### src/rtl/assert_macros.svh
// Assertion helpers used by the top-level RTL.
`ifndef ASSERT_MACROS_SVH
`define ASSERT_MACROS_SVH

// Check an implication on every clock edge outside reset.
`define AAR_ASSERT_IMP(label, clk, rst_n, ante, cons, msg) \
  label: assert property (@(posedge clk) disable iff (!rst_n) (ante) |-> (cons)) \
    else $error(msg);

// Check an implication for the next cycle outside reset.
`define AAR_ASSERT_NEXT(label, clk, rst_n, ante, cons, msg) \
  label: assert property (@(posedge clk) disable iff (!rst_n) (ante) |=> (cons)) \
    else $error(msg);

`endif

### src/rtl/aarm_pkg.sv
package aarm_pkg;

  localparam int CORDIC_STEPS = 24;
  localparam int CW = 34;
  localparam int ZW = 32;
  localparam logic signed [CW-1:0] CORDIC_X0 = 34'sh026DD3B6A;

  typedef struct packed {
    logic signed [15:0] axis_x;
    logic signed [15:0] axis_y;
    logic signed [15:0] axis_z;
    logic        [15:0] angle;
  } in_item_t;

  typedef struct packed {
    logic signed [15:0] m00;
    logic signed [15:0] m01;
    logic signed [15:0] m02;
    logic signed [15:0] m10;
    logic signed [15:0] m11;
    logic signed [15:0] m12;
    logic signed [15:0] m20;
    logic signed [15:0] m21;
    logic signed [15:0] m22;
  } out_item_t;

  typedef struct packed {
    logic               vld;
    logic        [1:0]  quad;
    logic signed [CW-1:0] x;
    logic signed [CW-1:0] y;
    logic signed [ZW-1:0] z;
    logic signed [15:0] ax;
    logic signed [15:0] ay;
    logic signed [15:0] az;
  } cordic_beat_t;

  function automatic logic signed [ZW-1:0] atan_turn(input int i);
    logic signed [ZW-1:0] t;
    begin
      unique case (i)
        0: t = 32'h20000000;  1: t = 32'h12E4051E;  2: t = 32'h09FB385B;
        3: t = 32'h051111D4;  4: t = 32'h028B0D43;  5: t = 32'h0145D7E1;
        6: t = 32'h00A2F61E;  7: t = 32'h00517C55;  8: t = 32'h0028BE53;
        9: t = 32'h00145F2F;  10: t = 32'h000A2F98; 11: t = 32'h000517CC;
        12: t = 32'h00028BE6; 13: t = 32'h000145F3; 14: t = 32'h0000A2FA;
        15: t = 32'h0000517D; 16: t = 32'h000028BE; 17: t = 32'h0000145F;
        18: t = 32'h00000A30; 19: t = 32'h00000518; 20: t = 32'h0000028C;
        21: t = 32'h00000146; 22: t = 32'h000000A3; 23: t = 32'h00000051;
        default: t = '0;
      endcase
      return t;
    end
  endfunction

endpackage

### src/rtl/aarm_cell.sv
module aarm_cell #(
  parameter int STEP = 0
) (
  input  logic                  clk,
  input  logic                  rst_n,
  input  aarm_pkg::cordic_beat_t beat_i,
  output aarm_pkg::cordic_beat_t beat_o
);
  import aarm_pkg::*;

  cordic_beat_t beat_r, beat_nxt;
  logic signed [CW-1:0] dx, dy;

  always_comb begin
    dx = beat_i.y >>> STEP;
    dy = beat_i.x >>> STEP;
    beat_nxt = beat_i;
    if (!beat_i.z[ZW-1]) begin
      beat_nxt.x = beat_i.x - dx;
      beat_nxt.y = beat_i.y + dy;
      beat_nxt.z = beat_i.z - atan_turn(STEP);
    end else begin
      beat_nxt.x = beat_i.x + dx;
      beat_nxt.y = beat_i.y - dy;
      beat_nxt.z = beat_i.z + atan_turn(STEP);
    end
  end

  always_ff @(posedge clk) begin
    if (!rst_n) begin
      beat_r <= '0;
    end else begin
      beat_r <= beat_nxt;
    end
  end

  assign beat_o = beat_r;
endmodule

### config.mk
export PLATFORM = sky130hd
export DESIGN_NAME = aarm_cell
export DESIGN_NICKNAME = d
export VERILOG_FILES = /design/src/rtl/assert_macros.svh /design/src/rtl/aarm_pkg.sv /design/src/rtl/aarm_cell.sv
export SDC_FILE = /design/constraint.sdc
export NUM_CORES = 1
export LEC_CHECK = 0
export BUFFER_PORTS_ARGS = -buffer_cell sky130_fd_sc_hd__buf_4
export CELL_PAD_IN_SITES_DETAIL_PLACEMENT = 1
export CELL_PAD_IN_SITES_GLOBAL_PLACEMENT = 1
export CORE_MARGIN = 2
export CORE_UTILIZATION = 40
export DETAILED_ROUTE_END_ITERATION = 6
export GPL_ROUTABILITY_DRIVEN = 0
export PLACE_DENSITY = 0.95
export SETUP_SLACK_MARGIN = 0.2
export SLEW_MARGIN = 20
export SYNTH_ARGS = -nofsm -noshare
export SYNTH_HDL_FRONTEND = slang
export SYNTH_SLANG_ARGS = --single-unit
### constraint.sdc
create_clock -name clk -period 7.35 [get_ports clk]
set_clock_uncertainty 0.2 [all_clocks]
set_input_delay 0.3675 -clock clk [delete_from_list [all_inputs] [get_ports clk]]
set_output_delay 0.3675 -clock clk [all_outputs]
set_load 0.005 [all_outputs]
==> run summary, run 1 <==
=====================================================================================
Result of the run                                                           completed
Average wire per standard cell                                           24.4 microns
Tot GR Track Use                                                                0.346
Portion of synthesized cell area occupied by the leading cell type              0.309
Post-synth EDFFs                                                                    0
Number of flip-flops in the largest register                                      150
Endpoints failing hold                                                              0
Final design instance area without fill                                  0.0135 sq mm
Critical Path Fanout Max                                                            5
Initial core utilization                                                        0.403
Critical path type                                                       input pin to flip-flop
Floorplan die width                                                       160 microns
Most frequent standard cell in the layout excluding fill and tap cells   sky130_fd_sc_hd__buf_4
Sinks on the clock net                                                            150
Leakage component of the power                                                6.48 nW
Setup slack after layout                                                      3590 ps
First-pass GRT wire length                                               69100 microns
Via density per instance                                                         5.76
Post-CTS Repair Setup Buffers                                                       0
Core Region                                                              0.0241 sq mm
Clock tree buffer depth                                                             2
Total of warnings raised by yosys                                                   0
Die Span Y                                                                160 microns
Number of nets in the layout                                                     1809
Maximum number of pins on one net before global-route repair                      107
Flip-flop and latch count after synthesis                                         150
Share of post-route cells with drive strength above 1                           0.227
Minimum clock period                                                          3760 ps
Peak supply drop                                                           0.000165 V
Detailed Route WL                                                        46200 microns
Final-layout worst hold slack                                                 15.1 ps
Endpoint arrival time on the critical path                                    3900 ps
Number of rows created at floorplan                                                57
Top_reg_cell synth                                                       sky130_fd_sc_hd__dfxtp_1
Worst-path clk slew                                                             80 ps
Share of the clock period used by the worst path after layout                   0.511
Pwr dens                                                                  200 mW/mm^2
Via count of the routed design                                                  10900
Die area                                                                 0.0255 sq mm
Clock root cell                                                          sky130_fd_sc_hd__clkbuf_16
Synthesized area per cell                                                  8.04 sq um
Overall power of the completed layout                                       0.00271 W
Worst Path Required                                                           7490 ps
Max Freq                                                                      266 MHz
Critical Path Source Type                                                   input pin
Largest area contributor in the netlist                                  sky130_fd_sc_hd__dfxtp_1
Netlist area before placement                                            0.00971 sq mm
Number of DRC violations after detailed routing                                     0
Post-synthesis cell type count                                                     73
Critical Path End Type                                                      flip-flop
Min-Delay Path Class                                                     input pin to flip-flop
Fraction of registers with async set or reset after synthesis                       0
Max Cap Violations                                                                  0
Post-Place Setup Slack                                                        3350 ps
Number of buffers inserted during clock tree synthesis                             17
DP HPWL                                                                  32300 microns
Unrepaired setup endpoints after global routing                                 false
Worst Setup SP                                                             beat_i[80]
Area growth from synthesis to layout                                            39.5%
Count of pins over their slew limit                                                 0
Gate count after technology mapping                                              1208
Most used cells in the layout excluding fill and tap cells               sky130_fd_sc_hd__buf_4 (307), sky130_fd_sc_hd__dfxtp_1 (150), sky130_fd_sc_hd__a21oi_1 (124)
Worst slew slack as a fraction of its limit                                     0.257
Net count of the mapped netlist                                                  1464
IO buf count                                                                      303
Area contributors post-synth                                             sky130_fd_sc_hd__dfxtp_1 (31%), sky130_fd_sc_hd__ha_1 (13%), sky130_fd_sc_hd__a21oi_1 (6.4%)
Drt first-iter violations                                                        1024
Final count of negative-setup-slack endpoints                                       0
Number of fill cells                                                             2915
Critical path endpoint                                                    beat_o[146]
Vias in the first global route                                                  11400
DP Area                                                                  0.0122 sq mm
Routed Antenna Nets                                                                 0
Transition time at the pin with the least slew margin                         1100 ps
Share of synthesized area occupied by flip-flops and latches                    0.309
Count of boundary I/O pins                                                        304
Number of optimization iterations in the first detailed-route pass                  6
Clock tree from TritonCTS                                                         yes
Number of antenna violations at the first check in global routing                   1
Residual overflow from global routing                                               0
Setup TNS                                                                        0 ps
Number of H-tree levels                                                             4
=====================================================================================
==> synth_stat cells, types with 7 or more instances <==
cell / count
sky130_fd_sc_hd__a211o_1: 7
sky130_fd_sc_hd__a211oi_1: 10
sky130_fd_sc_hd__a21o_1: 23
sky130_fd_sc_hd__a21oi_1: 124
sky130_fd_sc_hd__and2_1: 89
sky130_fd_sc_hd__buf_2: 9
sky130_fd_sc_hd__clkbuf_1: 42
sky130_fd_sc_hd__dfxtp_1: 150
sky130_fd_sc_hd__ha_1: 99
sky130_fd_sc_hd__inv_1: 100
sky130_fd_sc_hd__mux2i_1: 34
sky130_fd_sc_hd__nand2_1: 67
sky130_fd_sc_hd__nand2b_1: 13
sky130_fd_sc_hd__nand3_1: 15
sky130_fd_sc_hd__nand4_1: 8
sky130_fd_sc_hd__nor2_1: 123
sky130_fd_sc_hd__nor2b_1: 12
sky130_fd_sc_hd__nor3_1: 16
sky130_fd_sc_hd__o211ai_1: 11
sky130_fd_sc_hd__o21ai_0: 68
sky130_fd_sc_hd__o21bai_1: 15
sky130_fd_sc_hd__o311ai_0: 8
sky130_fd_sc_hd__o31ai_1: 10
sky130_fd_sc_hd__xnor2_1: 41
==> through the flow <==
stage | cells | utilization
floorplan | 1208 | -
global placement | 1779 | 0.505
detailed placement | 1779 | 0.505
CTS | 1889 | 0.562
global route | 1890 | 0.562
finish | 1890 | 0.562
==> how the worst min path moves through the flow <==
stage,start,end,cells after the start
finish,beat_i[54],beat_o[54],2
global route,beat_i[54],beat_o[54],2
CTS,beat_i[54],beat_o[54],2
detailed placement,beat_i[77],beat_o[77],2
global placement,beat_i[77],beat_o[77],2
floorplan,beat_i[77],beat_o[77],1
==> worst max-delay path, cell delays in order <==
cell	delay (ps)
sky130_fd_sc_hd__buf_4	120
sky130_fd_sc_hd__ha_1	230
sky130_fd_sc_hd__fa_1	440
sky130_fd_sc_hd__nor2b_1	180
sky130_fd_sc_hd__o311ai_1	570
sky130_fd_sc_hd__a211oi_1	200
sky130_fd_sc_hd__o31ai_1	550
sky130_fd_sc_hd__and2_1	300
sky130_fd_sc_hd__o221a_2	310
sky130_fd_sc_hd__o21ai_1	130
sky130_fd_sc_hd__a21boi_0	250
sky130_fd_sc_hd__mux2i_1	240
==> cell type report <==
type | instances | area, sq um | area share
Antenna cell | 1 | 2.50 | 0.000185
Tap cell | 324 | 405 | 0.0299
Inverter | 103 | 387 | 0.0285
Timing Repair Buffer | 386 | 3100 | 0.228
Multi-Input combinational cell | 895 | 6070 | 0.448
Sequential cell | 150 | 3000 | 0.222
Clock buffer | 17 | 425 | 0.0314
Clock inverter | 14 | 160 | 0.0118
==> metal layers <==
metal | global-route usage | wire [microns] | part of all wire | vias to the layer above
li1 | - | - | - | 4821
met1 | 0.413 | 18100 | 0.39 | 5245
met2 | 0.594 | 21900 | 0.47 | 657
met3 | 0.0636 | 3420 | 0.074 | 170
met4 | 0.177 | 2740 | 0.059 | 0
met5 | 0 | 0 | 0 | -
==> repair_timing <==
action                                 CTS  global route
endpoints found under the hold margin   79             0
hold buffers                            79             0
gates resized for setup                  0             0
==> report_power, final <==
group / switching [W] / leakage, nW / internal [W]
Clock: 0.000411 / 0.285 / 0.000483
Combinational: 0.000503 / 4.94 / 0.000379
Sequential: 0.0000379 / 1.25 / 0.000891
==> cell families after synthesis <==
logic type      after synthesis  share of synthesized area
simple gates                378                      0.194
fa+ha+maj                   103                      0.136
buf+inv                     163                     0.0657
xor+xnor                     44                     0.0397
flops                       150                      0.309
compound gates              334                      0.218
mux                          36                     0.0374
Note: power is estimated with default switching activity, not from simulation.
==> run 2, diff against run 1 <==
CORE_UTILIZATION = 34   (was 40)
PLACE_DENSITY = 0.9   (was 0.95)
clock period = 3.4 ns   (was 7.35 ns; I/O delays follow)
==> run summary, run 2 (same netlist as run 1, synthesis figures left out) <==
=====================================================================================
Minimum clock period                                                          3010 ps
Final-layout worst hold slack                                                 66.4 ps   +51.3 ps
Residual overflow from global routing                                               0   unchanged
Number of flip-flops in the largest register                                      150   unchanged
Peak supply drop                                                           0.000312 V   +89%
Routed Antenna Nets                                                                 0   unchanged
Number of antenna violations at the first check in global routing                   0   -1
Clock root cell                                                          sky130_fd_sc_hd__clkbuf_16
Number of rows created at floorplan                                                61   +7.0%
Result of the run                                                           completed
Final instance count without filler cells                                        1989   +5.2%
Cell Chain, Critical Path                                                buf_4 > dlygate4sd3_1 > ha_1 > fa_1 > nor2b_2 > o21ai_0 > buf_4 > a21oi_1 > o22ai_1 > o31ai_1 > buf_4 > a211o_1 > a21oi_1 > xnor2_1 > buf_4 > nor2_1
Floorplan die width                                                       173 microns   +8.3%
Number of buffers inserted during clock tree synthesis                             17   unchanged
Endpoints failing hold                                                              0   unchanged
CP most frequent cell                                                    sky130_fd_sc_hd__buf_4
Maximum number of pins on one net before global-route repair                       85   -21%
Count of boundary I/O pins                                                        304   unchanged
Area of combinational cells with multiple inputs                         0.00608 sq mm   +0.21%
Transition time at the pin with the least slew margin                         1030 ps   -72.4 ps
Number of nets in the layout                                                     1854   +2.5%
Combinational group share of total power                                        0.337   +0.011
Critical Path Source Type                                                   input pin
Clk pwr share                                                                   0.316   -0.015
Initial core utilization                                                        0.348   -0.0552
Number of H-tree levels                                                             4   unchanged
Vias in the first global route                                                  11200   -1.3%
Diode insertion count for antenna repair                                            0   -1
Final count of negative-setup-slack endpoints                                       0   unchanged
Number of fill cells                                                             3396   +17%
Setup TNS                                                                        0 ps   unchanged
First-pass GRT wire length                                               67000 microns   -3.1%
Number of DRC violations after detailed routing                                     0   unchanged
Clock tree from TritonCTS                                                         yes
Switching part of the total power                                               0.345   -0.00716
Most used cells in the layout excluding fill and tap cells               sky130_fd_sc_hd__buf_4 (342), sky130_fd_sc_hd__dfxtp_1 (150), sky130_fd_sc_hd__a21oi_1 (124)
Critical Path End Type                                                      flip-flop
Number of optimization iterations in the first detailed-route pass                  5   -1
Placed instance count                                                            1868   +5.0%
Tot GR Track Use                                                                0.284   -0.0615
Internal power contribution                                                 0.00378 W   +120%
Core Region                                                              0.0279 sq mm   +16%
IO buf count                                                                      303   unchanged
Sequential cell area in the final layout                                 0.00300 sq mm   unchanged
Critical path type                                                       input pin to flip-flop
Leakage component of the power                                                6.68 nW   +3.1%
Max incr delay on CP                                                           570 ps   about the same
Drt first-iter violations                                                         830   -19%
Average wire per standard cell                                           22.1 microns   -9.7%
Worst Path Required                                                           3500 ps   -3990 ps
Unrepaired setup endpoints after global routing                                 false
Pwr dens                                                                  413 mW/mm^2   +110%
Count of pins over their slew limit                                                 0   unchanged
Max Cap Violations                                                                  0   unchanged
Die Span Y                                                                173 microns   +8.3%
Critical Path Fanout Max                                                            4   -1
Power share of the sequential group                                             0.347   +0.004
Min-Delay Path Class                                                     input pin to flip-flop
Share of post-route cells with drive strength above 1                           0.246   +0.0190
Area growth from synthesis to layout                                            43.7%
Via density per instance                                                         5.42   -6.0%
Detailed Route WL                                                        43900 microns   -5.0%
Overall power of the completed layout                                       0.00577 W   +110%
Endpoint arrival time on the critical path                                    3110 ps   -790 ps
Most frequent standard cell in the layout excluding fill and tap cells   sky130_fd_sc_hd__buf_4
DP HPWL                                                                  32600 microns   +0.84%
Share of the clock period used by the worst path after layout                   0.886
Max Freq                                                                      332 MHz
Via count of the routed design                                                  10800   -1.1%
Worst slew slack as a fraction of its limit                                     0.315   +0.0576
Sinks on the clock net                                                            150   unchanged
CP max-delay cell                                                        sky130_fd_sc_hd__dlygate4sd3_1
Clock tree buffer depth                                                             2   unchanged
Net load switching power                                                    0.00199 W   +110%
Die area                                                                 0.0299 sq mm   +17%
Worst-path clk slew                                                             60 ps   -20 ps
=====================================================================================
-- run 2: timing repair --
action                                  CTS  global route
gates resized for setup                   0             6
hold endpoints to repair                 88             0
hold buffers                             89             0
buffers inserted                          0             0
endpoints found under the setup margin    0             6
-- run 2: path summary, 6_finish.rpt --
check / start / end / slack (ps) / depth (start not counted)
hold / removal: beat_i[115] / beat_o[115] / 70 / 4
setup / recovery: beat_i[114] / beat_o[102] / 390 / 16
-- run 2: power groups by stage --
stage | registers (W) | clock network (W) | logic (W)
finish | 0.00200 | 0.00182 | 0.00194
global route | 0.00201 | 0.00193 | 0.00207
global placement | 0.00203 | 0 | 0.00173
detailed placement | 0.00204 | 0 | 0.00179
CTS | 0.00200 | 0.00184 | 0.00190
floorplan | 0.00203 | 0 | 0.000915
-- run 2: metrics by stage --
stage / cell area [sq um] / setup WS (ps) / util
finish: 14000 / 386 / 0.500
global route: 14000 / 242 / 0.500
CTS: 13900 / 222 / 0.499
detailed placement: 12500 / 98.5 / 0.447
global placement: 12500 / 184 / 0.447
floorplan: 9710 / 561 / -
-- run 2: final cells by class --
type                            instances  area share
Multi-Input combinational cell        895       0.436
Timing Repair Buffer                  431       0.248
Sequential cell                       150       0.215
Tap cell                              378      0.0339
Clock buffer                           18      0.0315
Inverter                              103      0.0277
Clock inverter                         14     0.00834
-- run 2: worst max-delay path: cells and delay by family --
| family | cells | cell delay, ps |
|---|---|---|
| compound gates | 6 | 810 |
| xor+xnor | 1 | 190 |
| fa+ha+maj | 2 | 630 |
| buf+inv | 5 | 1150 |
| simple gates | 2 | 170 |
-- run 2: metal layers --
layer | global-route usage | up-vias | routed length [microns]
met4 | 0.126 | 0 | 1860
met5 | 0 | - | 0
met2 | 0.498 | 516 | 21500
li1 | - | 4912 | -
met1 | 0.343 | 5247 | 17700
met3 | 0.0435 | 102 | 2820
==> run 3, diff against run 2 <==
CORE_UTILIZATION = 29   (was 34)
PLACE_DENSITY = 0.8   (was 0.9)
==> run summary, run 3 (same netlist as run 1, synthesis figures left out) <==
=====================================================================================
Result of the run                                                           completed
Die Span Y                                                                187 microns   +8.1%
Final instance count without filler cells                                        2067   +3.9%
Largest delay contributor family on the critical path                    simple AND/OR/NAND/NOR gates
Setup TNS                                                                        0 ps   unchanged
CP max-delay cell                                                        sky130_fd_sc_hd__ha_1
Endpoints failing hold                                                              0   unchanged
Sum of buffers and inverters on the critical path                                   3   -2
First-pass GRT wire length                                               64300 microns   -4.1%
Leakage component of the power                                                6.71 nW   +0.52%
Max Freq                                                                      339 MHz   +2.2%
Critical hold path startpoint                                                   rst_n
Worst hold path depth                                                               2   -2
Most used cells in the layout excluding fill and tap cells               sky130_fd_sc_hd__buf_4 (352), sky130_fd_sc_hd__dfxtp_1 (150), sky130_fd_sc_hd__a21oi_1 (124)
Via density per instance                                                         5.08   -6.2%
Worst slew slack as a fraction of its limit                                     0.323   +0.00837
Critical Path End Type                                                      flip-flop
Maximum number of pins on one net before global-route repair                       85   unchanged
Number of H-tree levels                                                             4   unchanged
DP HPWL                                                                  32100 microns   -1.5%
Sinks on the clock net                                                            150   unchanged
Count of boundary I/O pins                                                        304   unchanged
Pwr dens                                                                  406 mW/mm^2   -1.8%
Detailed Route WL                                                        41600 microns   -5.3%
Residual overflow from global routing                                               0   unchanged
Most frequent standard cell in the layout excluding fill and tap cells   sky130_fd_sc_hd__buf_4
Endpoint arrival time on the critical path                                    3090 ps   -20 ps
Worst Path Required                                                           3540 ps   +40 ps
Number of cells on the critical path                                               12   -4
Drt first-iter violations                                                         596   -28%
Clock tree from TritonCTS                                                         yes
Clk pwr share                                                                   0.316   about the same
Overall power of the completed layout                                       0.00571 W   -0.88%
Switching part of the total power                                               0.337   -0.00791
Number of optimization iterations in the first detailed-route pass                  5   unchanged
Clock root cell                                                          sky130_fd_sc_hd__clkbuf_16
Power share of the sequential group                                             0.349   +0.002
Placed instance count                                                            1948   +4.3%
Critical path type                                                       input pin to flip-flop
Critical Path Source Type                                                   input pin
Share of post-route cells with drive strength above 1                           0.248   +0.00125
Tot GR Track Use                                                                0.233   -0.0513
Average wire per standard cell                                           20.1 microns   -8.8%
Core Region                                                              0.0333 sq mm   +19%
Final count of negative-setup-slack endpoints                                       0   unchanged
Minimum clock period                                                          2950 ps   -65.4 ps
Critical Path Fanout Max                                                           12   +8
Net load switching power                                                    0.00192 W   -3.2%
Min-Delay Path Class                                                     input pin to flip-flop
Number of buffers inserted during clock tree synthesis                             17   unchanged
Count of pins over their slew limit                                                 0   unchanged
Number of DRC violations after detailed routing                                     0   unchanged
Die area                                                                 0.0350 sq mm   +17%
Initial core utilization                                                        0.292   -0.0558
Combinational group share of total power                                        0.335   -0.002
Clock tree buffer depth                                                             2   unchanged
Share of the clock period used by the worst path after layout                   0.867   -0.0192
Diode insertion count for antenna repair                                            0   unchanged
Max Cap Violations                                                                  0   unchanged
Cell Chain, Critical Path                                                buf_4 > inv_1 > ha_1 > inv_1 > nor3_1 > nand2_1 > nor3_1 > a211o_1 > a211oi_1 > o21ai_0 > a21boi_0 > mux2i_1
Number of flip-flops in the largest register                                      150   unchanged
Unrepaired setup endpoints after global routing                                 false
Routed Antenna Nets                                                                 0   unchanged
Transition time at the pin with the least slew margin                         1010 ps   -13.7 ps
Post-CTS Repair Setup Buffers                                                       0   unchanged
Floorplan die width                                                       187 microns   +8.1%
Hold endpoint                                                              beat_o[62]
Vias in the first global route                                                  11100   -1.5%
Number of antenna violations at the first check in global routing                   1   +1
Internal power contribution                                                 0.00379 W   +0.31%
Number of nets in the layout                                                     1862   +0.43%
Number of rows created at floorplan                                                67   +9.8%
IO buf count                                                                      303   unchanged
Area growth from synthesis to layout                                            45.1%
Finished Core Util                                                              0.423   -0.0763
Worst-path clk slew                                                             70 ps   about the same
Max incr delay on CP                                                           550 ps   -20 ps
Peak supply drop                                                           0.000240 V   -23%
Via count of the routed design                                                  10500   -2.6%
=====================================================================================
-- run 3: changes by cell type in the layout (fill, tap and decap cells not counted), sizes merged --
cell	delta
dlygate4sd3	-2
buf	+10
clkbuf	+1
inv	+1
clkinv	-2
-- run 3: stage by stage --
| step | setup WS, ps | hold WS [ps] | cell area (sq um) |
|---|---|---|---|
| final | 452 | 15.6 | 14100 |
| after global placement | 198 | 156 | 12700 |
| after CTS | 528 | 2.96 | 14100 |
| after floorplan | 561 | 42.4 | 9710 |
| after global routing | 276 | 18.6 | 14100 |
| after detailed placement | 113 | 158 | 12700 |
-- run 3: final cells by class --
type                       instances  area [sq um]
multi-input combinational        895          6070
sequential                       150          3000
timing repair buffer             439          3510
fill                            4005         19200
tap                              448           561
clock inverter                    13           114
clock buffer                      19           443
inverter                         103           387
-- run 3: worst max-delay path by stage --
stage	from	endpoint	slack, ps
2_1_floorplan	beat_i[85]	beat_o[147]	560
5_1_grt	beat_i[93]	beat_o[113]	280
3_5_place_dp	beat_i[93]	beat_o[147]	110
4_1_cts	beat_i[93]	beat_o[147]	530
6_report	beat_i[101]	beat_o[146]	450
3_3_place_gp	beat_i[80]	beat_o[146]	200
-- run 3: timing repair --
action	CTS	global route
hold buffers	87	0
gates resized for setup	0	0
hold endpoints to repair	87	0
-- run 3: power groups by stage --
stage | Combinational (W) | Sequential (W) | Clock, W
2_1_floorplan | 0.000915 | 0.00203 | 0
3_3_place_gp | 0.00176 | 0.00203 | 0
3_5_place_dp | 0.00180 | 0.00203 | 0
4_1_cts | 0.00190 | 0.00199 | 0.00185
5_1_grt | 0.00208 | 0.00200 | 0.00194
6_report | 0.00192 | 0.00199 | 0.00181
-- run 3: routing by layer --
| layer | vias up | track usage | wire, microns |
|---|---|---|---|
| met1 | 5052 | 0.284 | 17300 |
| met4 | 2 | 0.0955 | 1500 |
| met2 | 442 | 0.401 | 20000 |
| met5 | - | 0 | 18 |
| met3 | 76 | 0.0452 | 2730 |
| li1 | 4930 | - | - |
